File: src/linear_blend_skin_position_assert.svh
// Assertion macros shared by the skinning block.
// Expects clk and arst_n in the scope of use.
`ifndef LINEAR_BLEND_SKIN_POSITION_ASSERT_SVH
`define LINEAR_BLEND_SKIN_POSITION_ASSERT_SVH

// same-cycle implication
`define LBS_ASSERT_NOW(lbl, ante, cons) \
	lbl: assert property (@(posedge clk) disable iff (!arst_n) (ante) |-> (cons)) \
		else $error("lbs check failed");

// next-cycle implication
`define LBS_ASSERT_NEXT(lbl, ante, cons) \
	lbl: assert property (@(posedge clk) disable iff (!arst_n) (ante) |=> (cons)) \
		else $error("lbs check failed");

`endif

File: src/lbs_ram.sv
// Generic single-write, single-read RAM with registered read data.
// No dependencies.
module lbs_ram #(
	parameter int WIDTH = 32,
	parameter int DEPTH = 64
) (
	input  logic                     clk,
	input  logic                     we,
	input  logic [$clog2(DEPTH)-1:0] waddr,
	input  logic [WIDTH-1:0]         wdata,
	input  logic                     re,
	input  logic [$clog2(DEPTH)-1:0] raddr,
	output logic [WIDTH-1:0]         rdata
);
	logic [WIDTH-1:0] mem_q [DEPTH];

	always_ff @(posedge clk) begin
		if (we) begin
			mem_q[waddr] <= wdata;
		end
		if (re) begin
			rdata <= mem_q[raddr];
		end
	end
endmodule

File: config.mk
export PLATFORM = sky130hd
export DESIGN_NAME = lbs_ram
export DESIGN_NICKNAME = d
export VERILOG_FILES = /design/src/linear_blend_skin_position_assert.svh /design/src/lbs_ram.sv
export SDC_FILE = /design/constraint.sdc
export NUM_CORES = 2
export LEC_CHECK = 0
export BUFFER_PORTS_ARGS = -buffer_cell sky130_fd_sc_hd__buf_2
export CORE_UTILIZATION = 50
export CTS_CLUSTER_SIZE = 20
export DETAILED_ROUTE_END_ITERATION = 6
export PLACE_DENSITY = 0.77
export SKIP_LAST_GASP = 1
export SYNTH_ARGS = -nofsm -noshare
export SYNTH_HDL_FRONTEND = slang
export SYNTH_SLANG_ARGS = --single-unit
File: constraint.sdc
create_clock -name clk -period 5.85 [get_ports clk]
set_input_delay 0.8775 -clock clk [delete_from_list [all_inputs] [get_ports clk]]
set_output_delay 0.8775 -clock clk [all_outputs]
set_load 0.05 [all_outputs]
==> flow_metrics.py <==
metrics = {
    "power_and_ir_drop": {
        "ir_drop_uv": 320,
        "internal_power_uw": 24000,
        "switchingPower_uw": 6430,
        "swShare": 0.211,
        "p_leak_uw": 0.0273,
        "p_per_area_nw_per_um2": 344,
        "power_frac_comb": 0.050,
        "power_frac_clock": 0.404,
        "pwr-share-seq": 0.545,
    },
    "synthesis": {
        "synth_cell_type_count": 33,
        "synth_nets": 3371,
        "yosys.area.top_type": "edfxtp_1",
        "ys_ff_latch": 2080,
        "yosysTopAreaCellShare": 0.792,
        "synthesis.area_um2": 78800,
        "postSynthAreaPerCell_um2": 23.7,
        "syn_inst": 3324,
        "yosysWarnings": 0,
        "seq_area_frac_synth": 0.792,
        "synth.area.top_cells": "edfxtp_1, mux4_2, mux2i_1",
    },
    "setup_path": {
        "crit_required_ns": 6.37,
        "cp-end-kind": "flop",
        "cp_data_arrival_time_ns": 4.14,
        "cp_max_fo": 82,
        "critPathKind": "in2reg",
        "worstSetupStartpointType": "primary input",
    },
    "cells_and_area": {
        "fill_cells": 10700,
        "multi_input_area_um2": 16000,
        "mostFrequentLayoutCells": "edfxtp_1, mux4_2, clkbuf_16, buf_4, mux2i_1",
        "drive_gt1_frac": 0.292,
        "final_common_cell": "edfxtp_1",
        "final_util": 0.566,
        "area.sequential_um2": 62500,
        "synthToLayoutAreaGrowth_pct": 12.3,
        "nNetsFinal": 3576,
        "finalInstanceArea_um2": 88500,
    },
    "global_routing": {
        "grt_antenna_before_repair": 19,
        "grt_pass1_vias": 39100,
        "grt_max_degree": 83,
        "track_usage": 0.266,
        "gr-total-overflow": 0,
        "grt_pass1_wl_um": 293000,
    },
    "place": {
        "dpl-instance-area_um2": 82400,
        "numPortBuffers": 78,
        "gp_congestion": 0.805,
        "hpwl_um": 109000,
    },
    "detailed_routing": {
        "drtPass1Iterations": 6,
        "vias": 38900,
        "ant_nets": 0,
        "via_per_inst": 6.77,
        "drcViolationCount": 0,
        "first_iter_violations": 6582,
        "drt_wl_total_um": 210000,
        "routedWlPerCell_um": 36.6,
    },
    "die": {
        "die_x_um": 399,
        "rows": 145,
        "start_util": 0.504,
        "core_um2": 156000,
        "fp.dieH_um": 399,
        "die_area_um2": 159000,
        "io_pins": 79,
    },
    "sta": {
        "hold_ws_ns": 0.796,
        "final-hold-violation-count": 0,
        "rsz0062_at_grt": "false",
        "setup_viol": 0,
        "finalSetupTns_ns": 0,
        "slew_viol_final": 0,
        "max_slew_margin": 0.121,
        "skew_ns": 0.0334,
        "worst_pin_slew_ns": 1.32,
        "fin_crit_sh": 0.619,
        "clock.fmax_mhz": 276,
        "final.min_clock_period_ns": 3.62,
    },
    "cts": {
        "h-tree-depth": 4,
        "clkLatencyLatePin_ns": 0.82,
        "post_cts_resize_count": 0,
        "cts_inserted_buffers": 193,
        "cts_tree": "done",
        "clk_pin_slew_ns": 0.06,
        "post-cts-setup-buffer-count": 0,
        "clockBufferDepth": 3,
        "clock-sinks": 2080,
        "cts_root_buf": "clkbuf_16",
        "hold_buffers": 0,
    },
    "job": {
        "cap_violations": 0,
    },
    "min_path": {
        "min_path_type": "in2reg",
    },
    "outcome": {
        "outcome": "completed",
    },
}
-- power by group through the flow --
stage	registers, uW	clock network, uW	logic, uW
3_3_place_gp	16900	0	1460
3_5_place_dp	16900	0	1490
4_1_cts	16600	12300	1520
6_report	16600	12300	1530
2_1_floorplan	17000	0	803
5_1_grt	16600	12900	1590
-- layer usage --
layer  global-route usage  vias up  share of wire
met4                0.120       14          0.048
met5                    0        -        0.00046
met1                0.353    20200           0.34
met3               0.0802      576           0.15
li1                     -    14700              -
met2                0.409     3399           0.46
-- cell type report --
type                       count  area share
antenna                       12    0.000339
clock buffer                 235      0.0573
clock inverter               109      0.0114
multi-input combinational   1062       0.180
sequential                  2080       0.706
tap                         2058      0.0291
timing repair buffer         192      0.0158
-- cell families (layout without fill, tap and decap cells) --
| kind of cell | after synthesis | count (layout) | share of synthesized area |
|---|---|---|---|
| AO/OA/AOI/OAI | 202 | 202 | 0.0167 |
| buffers and inverters | 182 | 536 | 0.0112 |
| flip-flops | 2080 | 2080 | 0.792 |
| multiplexers | 637 | 637 | 0.167 |
| other | 0 | 12 | 0 |
| AND/OR/NAND/NOR | 223 | 223 | 0.0126 |
-- final timing paths --
path / startpoint / to / slack (ns) / depth (start not counted)
min: waddr[2] / mem_q[54][20] / 0.80 / 3
max reg2reg: mem_q[3][29] / rdata[29] / 3.31 / 4
min reg2reg: mem_q[29][4] / rdata[4] / 0.83 / 4
max: raddr[0] / rdata[29] / 2.23 / 6
-- flip-flops by register name (all words and copies together) (netlist names) --
| signal | count |
|---|---|
| rdata | 32 |
| mem_q | 2048 |
-- synthesized netlist by cell type --
library cell and instances:
and2_1 2, buf_4 25, o32ai_1 4, nor3_1 7, o221ai_1 27, a41o_1 4, or3b_1 2, mux2i_1 93
o22ai_1 84, nor2b_1 15, a31oi_1 1, or3b_2 3, or2_0 1, nand4_1 2, buf_1 21, mux4_2 544
nor2_1 137, nand3b_1 5, nand4b_1 1, or2_2 1, nand2_1 26, edfxtp_1 2080, a22oi_1 12, buf_6 5
nand2b_1 8, clkbuf_1 74, or2_1 1, buf_2 57, a21oi_1 62, and3_1 4, a311oi_1 8, nand3_1 5
or3_1 3
-- stage by stage --
step / total power, uW / setup WS, ns / std cells
2_1_floorplan: 17800 / 1.81 / 3324
3_3_place_gp: 18400 / 1.43 / 5392
3_5_place_dp: 18400 / 1.41 / 5392
4_1_cts: 30500 / 2.26 / 5736
5_1_grt: 31100 / 2.11 / 5738
6_report: 30400 / 2.23 / 5748
-- worst max-delay path: stages --
cell,delay (ns)
buf_8,0.51
buf_12,0.56
mux4_2,0.59
mux4_2,0.52
o22ai_1,0.75
nor2_1,0.10
(Power assumes the default switching activity.)
